**src/hw/rtl/lr4_pkg.sv**
```systemverilog
// ----------------------------------------------------------------------------
// lr4_pkg
// shared types and constants of the lr4 crossover band splitter
// ----------------------------------------------------------------------------
`default_nettype none

package lr4_pkg;

	// coefficient format q2.30
	localparam int COEF_BITS  = 32;
	// guard bits of the section state below the sample lsb
	localparam int GUARD_BITS = 8;
	// coefficient product brought to state units
	localparam int PROD_SHIFT = COEF_BITS - 2 - GUARD_BITS;

	// apb register map
	localparam int ADDR_BITS  = 4;
	localparam int DATA_BITS  = 32;

	typedef enum logic [1:0] {
		REG_LOW_PASS_GAIN,
		REG_HIGH_PASS_GAIN,
		REG_FEEDBACK_FIRST,
		REG_FEEDBACK_SECOND
	} reg_idx_t;

	// sections per channel: low pass pair, then high pass pair
	typedef logic [1:0] sec_t;
	localparam sec_t FIRST_SECTION   = 2'd0;
	localparam sec_t LOW_OUT_SECTION = 2'd1;
	localparam sec_t LAST_SECTION    = 2'd3;

	typedef struct packed {
		logic signed [COEF_BITS-1:0] low_pass_gain;
		logic signed [COEF_BITS-1:0] high_pass_gain;
		logic signed [COEF_BITS-1:0] feedback_first;
		logic signed [COEF_BITS-1:0] feedback_second;
	} coef_t;

	typedef enum logic [1:0] {
		MUL_B0,
		MUL_A1,
		MUL_A2
	} mul_sel_t;

	typedef enum logic [2:0] {
		ST_IDLE,
		ST_START,
		ST_FORM,
		ST_MUL_A1,
		ST_MUL_A2,
		ST_WRITE,
		ST_FINISH
	} state_t;

	// controller to datapath
	typedef struct packed {
		logic     ld_in;
		logic     rd_en;
		sec_t     sec;
		mul_sel_t mul_sel;
		logic     form_en;
		logic     n1_en;
		logic     wr_en;
		sec_t     wr_sec;
		logic     out_ld;
		logic     out_zero;
	} cmd_t;

	// datapath to controller
	typedef struct packed {
		logic ch_ok;
	} status_t;

endpackage

`default_nettype wire

```
**src/hw/rtl/lr4_if.sv**
```systemverilog
// ----------------------------------------------------------------------------
// lr4 stream interfaces
// valid/ready channels for sample items and band result items
// ----------------------------------------------------------------------------
`default_nettype none

interface lr4_in_if #(
	parameter int SAMPLE_BITS = 24
);
	logic                          valid;
	logic                          ready;
	logic                          channel;
	logic signed [SAMPLE_BITS-1:0] sample;

	modport source (output valid, output channel, output sample, input ready);
	modport sink   (input valid, input channel, input sample, output ready);
endinterface

interface lr4_out_if #(
	parameter int SAMPLE_BITS = 24
);
	logic                          valid;
	logic                          ready;
	logic                          out_channel;
	logic signed [SAMPLE_BITS-1:0] low_sample;
	logic signed [SAMPLE_BITS-1:0] high_sample;

	modport source (output valid, output out_channel, output low_sample,
		output high_sample, input ready);
	modport sink   (input valid, input out_channel, input low_sample,
		input high_sample, output ready);
endinterface

`default_nettype wire

```
**src/hw/rtl/lr4_ctrl.sv**
```systemverilog
// ----------------------------------------------------------------------------
// lr4_ctrl
// sequencer: walks the four biquad sections of one item and owns the handshakes
// ----------------------------------------------------------------------------
`default_nettype none

module lr4_ctrl (
	input  wire logic             clk,
	input  wire logic             arst_n,
	input  wire logic             in_valid,
	output logic                  in_ready,
	output logic                  out_valid,
	input  wire logic             out_ready,
	input  wire lr4_pkg::status_t status,
	output lr4_pkg::cmd_t         cmd
);

	lr4_pkg::state_t state_q, state_d;
	lr4_pkg::sec_t   sec_q, sec_d;
	logic            zero_q, zero_d;
	logic            out_vld_q;
	logic            slot_free;

	assign slot_free = !out_vld_q || out_ready;
	assign out_valid = out_vld_q;

	always_ff @(posedge clk or negedge arst_n) begin
		if (!arst_n) begin
			state_q   <= lr4_pkg::ST_IDLE;
			sec_q     <= lr4_pkg::FIRST_SECTION;
			zero_q    <= 1'b0;
			out_vld_q <= 1'b0;
		end else begin
			state_q <= state_d;
			sec_q   <= sec_d;
			zero_q  <= zero_d;
			if (cmd.out_ld) begin
				out_vld_q <= 1'b1;
			end else if (out_ready) begin
				out_vld_q <= 1'b0;
			end
		end
	end

	always_comb begin
		state_d      = state_q;
		sec_d        = sec_q;
		zero_d       = zero_q;
		in_ready     = 1'b0;
		cmd          = '0;
		cmd.sec      = sec_q;
		cmd.wr_sec   = sec_q;
		cmd.mul_sel  = lr4_pkg::MUL_B0;
		unique case (state_q)
			lr4_pkg::ST_IDLE: begin
				in_ready = 1'b1;
				if (in_valid) begin
					cmd.ld_in = 1'b1;
					sec_d     = lr4_pkg::FIRST_SECTION;
					zero_d    = !status.ch_ok;
					state_d   = status.ch_ok ? lr4_pkg::ST_START : lr4_pkg::ST_FINISH;
				end
			end
			lr4_pkg::ST_START: begin
				cmd.rd_en = 1'b1;
				state_d   = lr4_pkg::ST_FORM;
			end
			lr4_pkg::ST_FORM: begin
				cmd.form_en = 1'b1;
				state_d     = lr4_pkg::ST_MUL_A1;
			end
			lr4_pkg::ST_MUL_A1: begin
				cmd.mul_sel = lr4_pkg::MUL_A1;
				state_d     = lr4_pkg::ST_MUL_A2;
			end
			lr4_pkg::ST_MUL_A2: begin
				cmd.mul_sel = lr4_pkg::MUL_A2;
				cmd.n1_en   = 1'b1;
				state_d     = lr4_pkg::ST_WRITE;
			end
			lr4_pkg::ST_WRITE: begin
				cmd.wr_en = 1'b1;
				if (sec_q != lr4_pkg::LAST_SECTION) begin
					// next section starts while this one is written back
					cmd.rd_en = 1'b1;
					cmd.sec   = sec_q + 2'd1;
					sec_d     = sec_q + 2'd1;
					state_d   = lr4_pkg::ST_FORM;
				end else if (slot_free) begin
					cmd.out_ld = 1'b1;
					state_d    = lr4_pkg::ST_IDLE;
				end else begin
					state_d = lr4_pkg::ST_FINISH;
				end
			end
			lr4_pkg::ST_FINISH: begin
				if (slot_free) begin
					cmd.out_ld   = 1'b1;
					cmd.out_zero = zero_q;
					state_d      = lr4_pkg::ST_IDLE;
				end
			end
			default: begin
				state_d = lr4_pkg::ST_IDLE;
			end
		endcase
	end

endmodule

`default_nettype wire

```
**src/hw/rtl/lr4_dp.sv**
```systemverilog
// ----------------------------------------------------------------------------
// lr4_dp
// datapath: shared multiplier, section arithmetic, state memory, result register
// ----------------------------------------------------------------------------
`default_nettype none

module lr4_dp #(
	parameter int CHANNELS    = 2,
	parameter int SAMPLE_BITS = 24
) (
	input  wire logic                          clk,
	input  wire logic                          arst_n,
	input  wire lr4_pkg::cmd_t                 cmd,
	output lr4_pkg::status_t                   status,
	input  wire lr4_pkg::coef_t                coef,
	input  wire logic                          in_channel,
	input  wire logic signed [SAMPLE_BITS-1:0] in_sample,
	output logic                               out_channel,
	output logic signed [SAMPLE_BITS-1:0]      low_sample,
	output logic signed [SAMPLE_BITS-1:0]      high_sample
);

	localparam int SB    = SAMPLE_BITS;
	localparam int ST    = SB + 16;                              // state word
	localparam int PRW   = lr4_pkg::COEF_BITS + SB;              // product
	localparam int PW    = PRW - lr4_pkg::PROD_SHIFT;            // scaled product
	localparam int AW    = ST + 1;                               // accumulator
	localparam int YW    = AW + 1 - lr4_pkg::GUARD_BITS;         // rounded output
	localparam int NW    = ST + 2;                               // state update
	localparam int ROWS  = CHANNELS * 4;
	localparam int ROW_W = $clog2(ROWS);

	function automatic logic signed [SB-1:0] sat_y(input logic signed [YW-1:0] v);
		if (v[YW-1:SB-1] == {(YW-SB+1){v[YW-1]}}) begin
			return v[SB-1:0];
		end
		return {v[YW-1], {(SB-1){~v[YW-1]}}};
	endfunction

	function automatic logic signed [ST-1:0] sat_s(input logic signed [NW-1:0] v);
		if (v[NW-1:ST-1] == {(NW-ST+1){v[NW-1]}}) begin
			return v[ST-1:0];
		end
		return {v[NW-1], {(ST-1){~v[NW-1]}}};
	endfunction

	logic                                  ch_q;
	logic signed [SB-1:0]                  x_q;
	logic signed [SB-1:0]                  y_q;
	logic signed [SB-1:0]                  low_q;
	logic signed [PRW-1:0]                 prod_q;
	logic signed [PW-1:0]                  p_q;
	logic signed [ST-1:0]                  n1_q;
	logic        [2*ST-1:0]                state_mem [ROWS];
	logic        [2*ST-1:0]                rd_row_q;
	logic                                  rd_vld_q;
	logic        [ROWS-1:0]                vld_q;
	logic        [ROW_W-1:0]               rd_addr;
	logic        [ROW_W-1:0]               wr_addr;
	logic signed [lr4_pkg::COEF_BITS-1:0]  mul_a;
	logic signed [SB-1:0]                  mul_b;
	logic signed [PW-1:0]                  prod_sc;
	logic signed [ST-1:0]                  s1;
	logic signed [ST-1:0]                  s2;
	logic signed [AW:0]                    acc_rnd;
	logic signed [NW-1:0]                  kp;
	logic signed [NW-1:0]                  n1_sum;
	logic signed [NW-1:0]                  n2_sum;
	logic signed [SB-1:0]                  out_low_q;
	logic signed [SB-1:0]                  out_high_q;

	// channel 1 exists only when two or more channels are configured
	assign status.ch_ok = !in_channel || (CHANNELS > 1);

	assign rd_addr = ROW_W'({ch_q, cmd.sec});
	assign wr_addr = ROW_W'({ch_q, cmd.wr_sec});

	// shared multiplier operands
	always_comb begin
		mul_a = cmd.sec[1] ? coef.high_pass_gain : coef.low_pass_gain;
		mul_b = cmd.sec[0] ? y_q : x_q;
		case (cmd.mul_sel)
			lr4_pkg::MUL_A1: begin
				mul_a = coef.feedback_first;
				mul_b = y_q;
			end
			lr4_pkg::MUL_A2: begin
				mul_a = coef.feedback_second;
				mul_b = y_q;
			end
			default: begin
			end
		endcase
	end

	assign prod_sc = prod_q[PRW-1:lr4_pkg::PROD_SHIFT];
	assign s1      = rd_vld_q ? rd_row_q[2*ST-1:ST] : '0;
	assign s2      = rd_vld_q ? rd_row_q[ST-1:0]    : '0;

	// round half up on the guard bits
	assign acc_rnd = (AW+1)'(prod_sc) + (AW+1)'(s1)
		+ (AW+1)'(1 << (lr4_pkg::GUARD_BITS - 1));

	// low pass sections feed +2p, high pass sections -2p
	assign kp     = cmd.sec[1] ? -(NW'(p_q) <<< 1) : (NW'(p_q) <<< 1);
	assign n1_sum = kp + NW'(s2) - NW'(prod_sc);
	assign n2_sum = NW'(p_q) - NW'(prod_sc);

	always_ff @(posedge clk) begin
		prod_q <= mul_a * mul_b;
		if (cmd.ld_in) begin
			ch_q <= in_channel;
			x_q  <= in_sample;
		end
		if (cmd.form_en) begin
			p_q <= prod_sc;
			y_q <= sat_y(acc_rnd[AW:lr4_pkg::GUARD_BITS]);
		end
		if (cmd.n1_en) begin
			n1_q <= sat_s(n1_sum);
		end
		if (cmd.wr_en && cmd.wr_sec == lr4_pkg::LOW_OUT_SECTION) begin
			low_q <= y_q;
		end
		if (cmd.wr_en) begin
			state_mem[wr_addr] <= {n1_q, sat_s(n2_sum)};
		end
		if (cmd.rd_en) begin
			rd_row_q <= state_mem[rd_addr];
		end
	end

	always_ff @(posedge clk or negedge arst_n) begin
		if (!arst_n) begin
			vld_q    <= '0;
			rd_vld_q <= 1'b0;
		end else begin
			if (cmd.wr_en) begin
				vld_q[wr_addr] <= 1'b1;
			end
			if (cmd.rd_en) begin
				rd_vld_q <= vld_q[rd_addr];
			end
		end
	end

	always_ff @(posedge clk) begin
		if (cmd.out_ld) begin
			out_channel <= ch_q;
			out_low_q   <= cmd.out_zero ? '0 : low_q;
			out_high_q  <= cmd.out_zero ? '0 : y_q;
		end
	end

	assign low_sample  = out_low_q;
	assign high_sample = out_high_q;

endmodule

`default_nettype wire

```
**src/hw/rtl/lr4_crossover_band_split.sv**
```systemverilog
// an accepted item runs its 4 biquad sections in turn on the one shared
// multiplier and waits for a free output slot; an unconfigured channel skips
// the sections and yields zero bands; items are taken one at a time, and a new
// item is taken while the previous result still waits at the output
// reset (arst_n, async, low): coefficients zero, all section state reads as zero
// ----------------------------------------------------------------------------
// lr4_crossover_band_split
// linkwitz-riley 4th order crossover splitting samples into low and high bands
// ----------------------------------------------------------------------------
`default_nettype none

module lr4_crossover_band_split #(
	parameter int CHANNELS    = 2,
	parameter int SAMPLE_BITS = 24
) (
	input  wire logic                            clk,
	input  wire logic                            arst_n,
	// apb configuration port
	input  wire logic                            psel,
	input  wire logic                            penable,
	input  wire logic                            pwrite,
	input  wire logic [lr4_pkg::ADDR_BITS-1:0]   paddr,
	input  wire logic [lr4_pkg::DATA_BITS-1:0]   pwdata,
	output logic      [lr4_pkg::DATA_BITS-1:0]   prdata,
	output logic                                 pready,
	// sample items in, band items out
	lr4_in_if.sink                               in_stream,
	lr4_out_if.source                            out_stream
);

	lr4_pkg::coef_t    coef_q;
	lr4_pkg::cmd_t     cmd;
	lr4_pkg::status_t  status;
	lr4_pkg::reg_idx_t reg_idx;
	logic              wr_en;

	// registers sit on word addresses, index in paddr[3:2]
	assign reg_idx = lr4_pkg::reg_idx_t'(paddr[3:2]);
	assign pready  = 1'b1;
	assign wr_en   = psel && penable && pwrite && pready;

	always_ff @(posedge clk or negedge arst_n) begin
		if (!arst_n) begin
			coef_q <= '0;
		end else if (wr_en) begin
			unique case (reg_idx)
				lr4_pkg::REG_LOW_PASS_GAIN:   coef_q.low_pass_gain   <= pwdata;
				lr4_pkg::REG_HIGH_PASS_GAIN:  coef_q.high_pass_gain  <= pwdata;
				lr4_pkg::REG_FEEDBACK_FIRST:  coef_q.feedback_first  <= pwdata;
				lr4_pkg::REG_FEEDBACK_SECOND: coef_q.feedback_second <= pwdata;
				default: begin
				end
			endcase
		end
	end

	always_comb begin
		unique case (reg_idx)
			lr4_pkg::REG_LOW_PASS_GAIN:   prdata = coef_q.low_pass_gain;
			lr4_pkg::REG_HIGH_PASS_GAIN:  prdata = coef_q.high_pass_gain;
			lr4_pkg::REG_FEEDBACK_FIRST:  prdata = coef_q.feedback_first;
			lr4_pkg::REG_FEEDBACK_SECOND: prdata = coef_q.feedback_second;
			default:                      prdata = '0;
		endcase
	end

	// sequencer: one section at a time, each as b0 product, output rounding,
	// a1 product, a2 product and state write-back; the next section's b0
	// product and state read overlap the write-back
	lr4_ctrl u_ctrl (
		.clk       (clk),
		.arst_n    (arst_n),
		.in_valid  (in_stream.valid),
		.in_ready  (in_stream.ready),
		.out_valid (out_stream.valid),
		.out_ready (out_stream.ready),
		.status    (status),
		.cmd       (cmd)
	);

	// arithmetic, per-channel section state and the result register
	lr4_dp #(
		.CHANNELS    (CHANNELS),
		.SAMPLE_BITS (SAMPLE_BITS)
	) u_dp (
		.clk         (clk),
		.arst_n      (arst_n),
		.cmd         (cmd),
		.status      (status),
		.coef        (coef_q),
		.in_channel  (in_stream.channel),
		.in_sample   (in_stream.sample),
		.out_channel (out_stream.out_channel),
		.low_sample  (out_stream.low_sample),
		.high_sample (out_stream.high_sample)
	);

endmodule

`default_nettype wire

```
**src/flat_wrapper.sv**
```systemverilog
// flat-port wrapper written by rule: the top's interface ports become plain ports
module lr4_crossover_band_split_flat 
#(
	parameter int CHANNELS    = 2,
	parameter int SAMPLE_BITS = 24
)
  (clk, arst_n, psel, penable, pwrite, paddr, pwdata, prdata, pready, in_stream_valid, in_stream_channel, in_stream_sample, in_stream_ready, out_stream_valid, out_stream_out_channel, out_stream_low_sample, out_stream_high_sample, out_stream_ready);
  lr4_in_if #(.SAMPLE_BITS(SAMPLE_BITS)) in_stream_i ();
  lr4_out_if #(.SAMPLE_BITS(SAMPLE_BITS)) out_stream_i ();
  input  wire logic clk;
  input  wire logic arst_n;
  input  wire logic psel;
  input  wire logic penable;
  input  wire logic pwrite;
  input  wire logic [lr4_pkg::ADDR_BITS-1:0] paddr;
  input  wire logic [lr4_pkg::DATA_BITS-1:0] pwdata;
  output logic      [lr4_pkg::DATA_BITS-1:0] prdata;
  output logic pready;
  input wire logic [$bits(in_stream_i.valid)-1:0] in_stream_valid;
  input wire logic [$bits(in_stream_i.channel)-1:0] in_stream_channel;
  input wire logic [$bits(in_stream_i.sample)-1:0] in_stream_sample;
  output wire logic [$bits(in_stream_i.ready)-1:0] in_stream_ready;
  output wire logic [$bits(out_stream_i.valid)-1:0] out_stream_valid;
  output wire logic [$bits(out_stream_i.out_channel)-1:0] out_stream_out_channel;
  output wire logic [$bits(out_stream_i.low_sample)-1:0] out_stream_low_sample;
  output wire logic [$bits(out_stream_i.high_sample)-1:0] out_stream_high_sample;
  input wire logic [$bits(out_stream_i.ready)-1:0] out_stream_ready;
  assign in_stream_i.valid = in_stream_valid;
  assign in_stream_i.channel = in_stream_channel;
  assign in_stream_i.sample = in_stream_sample;
  assign in_stream_ready = in_stream_i.ready;
  assign out_stream_valid = out_stream_i.valid;
  assign out_stream_out_channel = out_stream_i.out_channel;
  assign out_stream_low_sample = out_stream_i.low_sample;
  assign out_stream_high_sample = out_stream_i.high_sample;
  assign out_stream_i.ready = out_stream_ready;
  lr4_crossover_band_split #(.CHANNELS(CHANNELS), .SAMPLE_BITS(SAMPLE_BITS)) u_core (.clk(clk), .arst_n(arst_n), .psel(psel), .penable(penable), .pwrite(pwrite), .paddr(paddr), .pwdata(pwdata), .prdata(prdata), .pready(pready), .in_stream(in_stream_i), .out_stream(out_stream_i));
endmodule
```
**config.mk**
```make
export PLATFORM = sky130hd
export DESIGN_NAME = lr4_crossover_band_split_flat
export DESIGN_NICKNAME = d
export VERILOG_FILES = /design/src/hw/rtl/lr4_pkg.sv /design/src/hw/rtl/lr4_if.sv /design/src/hw/rtl/lr4_ctrl.sv /design/src/hw/rtl/lr4_dp.sv /design/src/hw/rtl/lr4_crossover_band_split.sv /design/src/flat_wrapper.sv
export SDC_FILE = /design/constraint.sdc
export NUM_CORES = 2
export LEC_CHECK = 0
export ABC_CLOCK_PERIOD_IN_PS = 12960
export BUFFER_PORTS_ARGS = -buffer_cell sky130_fd_sc_hd__clkbuf_2
export CAP_MARGIN = 20
export CORE_MARGIN = 2
export CORE_UTILIZATION = 50
export DETAILED_ROUTE_END_ITERATION = 6
export GPL_TIMING_DRIVEN = 0
export PLACE_DENSITY = 0.72
export SYNTH_ARGS = -nofsm -noshare
export SYNTH_HDL_FRONTEND = slang
export SYNTH_SLANG_ARGS = --single-unit
```
**constraint.sdc**
```tcl
create_clock -name clk -period 12.96 [get_ports clk]
set_input_delay 1.944 -clock clk [delete_from_list [all_inputs] [get_ports clk]]
set_output_delay 1.944 -clock clk [all_outputs]
set_load 0.1 [all_outputs]
```
==> results.cfg <==
[synthesis]
synth_ff_type = edfxtp_1
syn_inst = 6035
synth.distinct_cells = 91
ys_ff_latch = 1048
yosys_warnings = 0
synth_edf_count = 871
postSynthNetCount = 7231
synth-async-reset-ratio_pct = 13.6
netlist_area_mm2 = 0.0744
ys_seq_area_share_pct = 40.9
avgSynthCellArea_um2 = 12.3

[grt]
grt_usage_pct = 31.4
grt_max_degree = 73
grt_pass1_vias = 52100
grt-ovfl-total = 0
antenna_found_initial = 10
grt_pass1_wl_mm = 344

[min_path]
hold_class = reg2reg
min-delay-start = u_core.u_dp.low_q[0]

[cts]
clk_latency_ns = 0.75
h-tree-depth = 3
cts_root_buffer = clkbuf_16
ctsResizeCount = 0
clkSlewWorstSetupHoldPaths_ns = 0.06
post-cts-setup-buffers = 0
cts_tree = built
clock_path_buffers = 3
numCtsBuffers = 112
clock_sinks = 1048
ctsHoldBuffers = 0

[setup_path]
crit_required_ns = 13.62
cpPeakStageDelay_ns = 0.85
critPathCaptureType = flip-flop
cp_slowest_cell = clkbuf_1
r2r_end = u_core.u_dp.prod_q[50]
worstSetupStartpoint = u_core.u_ctrl.sec_q[1]
r2r_setup_slack_ns = 0.35
critPathArrivalTime_ns = 13.27
endpoint = u_core.u_dp.prod_q[50]
ff2ff_path_depth = 34
critPathMaxFanout = 10
path_common_cell = fa_1
start_kind = flip-flop
timing.rr.start = u_core.u_ctrl.sec_q[1]
path_class = reg2reg

[routing]
met1Wirelength_mm = 93.9
drtIter0Drc = 5896
ant_nets = 0
drc = 0
wl_met3_mm = 26.7
avgRoutedWirePerCell_um = 27.9
num_vias = 50500
vias_per_cell = 6.00
dr.pass1.iters = 6
drt_wl_total_mm = 235
met2_length_mm = 102
routed.top_layer = met5

[placed_design]
port_buffers = 146
gp_routability_congestion = 1.02
dp.final_hpwl_mm = 184

[sta]
period_needed_ns = 12.61
holdWs_ns = 0.418
tightest_slew_ns = 1.24
max_freq_mhz = 79.3
hold_viol_final = 0
maxSlewViolCount = 0
worst_clock_skew_ns = 0.0410
finalSetupViolations = 0
finalCritPeriodShare_pct = 97.3
relSlewSlack_pct = 15.2

[die]
fp.dieH_um = 390
pin_count = 152
core-area_mm2 = 0.148
initial_core_util_pct = 50.4
die-area_mm2 = 0.152
die_x_um = 390
std_cell_rows = 141

[cells_and_area]
final_common_cell = edfxtp_1
syn2layout_area_growth_pct = 11.4
layout_common_cells = 871 x edfxtp_1, 842 x inv_1, 824 x fa_1
fillers = 11900
drive_gt1_share_pct = 15.0
final_nets = 7592

[status]
status = finished, final reports clean

[job]
max_cap_violations = 0
metrics by stage:
| stage | utilization, % | cells | TNS [ns] | area [um^2] | worst slack (ns) |
|---|---|---|---|---|---|
| final | 56.1 | 8423 | 0 | 82900 | 0.352 |
| after global routing | 56.1 | 8422 | -0.0136 | 82900 | -0.0136 |
| after CTS | 56.0 | 8415 | 0 | 82700 | 0.174 |
| after detailed placement | 53.4 | 8206 | 0 | 78900 | 0.302 |
| after global placement | 52.5 | 8111 | -804.88 | 77600 | -5.87 |
| after floorplan | - | 6035 | 0 | 74400 | 2.31 |
Yosys cell counts, types with 46 or more instances:
cell      number  area [um^2]
a21o_1       114          856
a21oi_1      294         1470
and2_1        83          519
clkbuf_1     211          792
dfrtp_1      143         3580
edfxtp_1     871        26200
fa_1         824        16500
ha_1         304         3800
inv_1        843         3160
mux2_2       224         2520
mux2i_1       51          510
mux4_2       184         4140
nand2_1      465         1750
nor2_1       557         2090
nor2b_1       53          332
o21ai_0       88          440
or2_2         46          288
xnor2_1      105          920
xor2_1        66          578
critical path, delay by kind of cell, from the launching register on:
kind                       cells  cell delay (ns)
buffers and inverters          9             2.89
adders and majority gates      9             4.14
AOI/OAI and AO/OA              9             2.58
xor gates and xnor gates       1             0.16
muxes                          1             0.61
DFF                            1             0.38
and+or+nand+nor                5             1.73
worst min-delay path by stage:
stage | cells past startpoint | to | slack (ns)
finish | 0 | u_core.u_dp.low_sample[0] | 0.42
global route | 0 | u_core.u_dp.low_sample[11] | 0.42
CTS | 0 | u_core.u_dp.low_sample[23] | 0.42
detailed placement | 0 | u_core.u_dp.low_sample[23] | 0.40
global placement | 0 | u_core.u_dp.low_sample[6] | 0.40
floorplan | 0 | u_core.u_dp.low_sample[0] | 0.40
sequential cells by signal (all words and copies together), names as in the netlist, 34 cells and up:
register / count
u_core.u_dp.n1_q: 40
u_core.u_dp.prod_q: 34
u_core.u_dp.state_mem: 600
u_core.u_dp.p_q: 34
u_core.coef_q: 128
u_core.u_dp.rd_row_q: 75
kinds of logic (layout without fill, tap and decap cells):
group / Yosys count / after routing / synth area share [%]
fa+ha+maj: 1128 / 1128 / 27.3
simple gates: 1420 / 1420 / 8.53
xor+xnor: 174 / 174 / 2.11
flops: 1048 / 1048 / 40.9
compound gates: 694 / 694 / 5.87
mux: 459 / 459 / 9.65
other cells: 1 / 3 / 0.00504
buf+inv: 1111 / 1567 / 5.69
layer usage:
layer	global-route usage (%)	up-vias
li1	-	21000
met3	7.48	536
met1	44.4	26100
met5	0	-
met2	46.4	2901
met4	14.1	4
area by class of cell:
cell class | instances | area, um^2 | share of cell area, %
tap | 1930 | 2410 | 2.91
clock buffer | 140 | 3010 | 3.63
clock inverter | 69 | 860 | 1.04
antenna | 2 | 5.00 | 0.00604
inverter | 844 | 3170 | 3.82
multi-input combinational | 3876 | 39900 | 48.1
sequential | 1048 | 30400 | 36.7
timing repair buffer | 250 | 2040 | 2.46
buffer | 264 | 1080 | 1.30
Power is not shown: default switching activity piles up to over one toggle a cycle in this logic, so the estimate is an artifact.
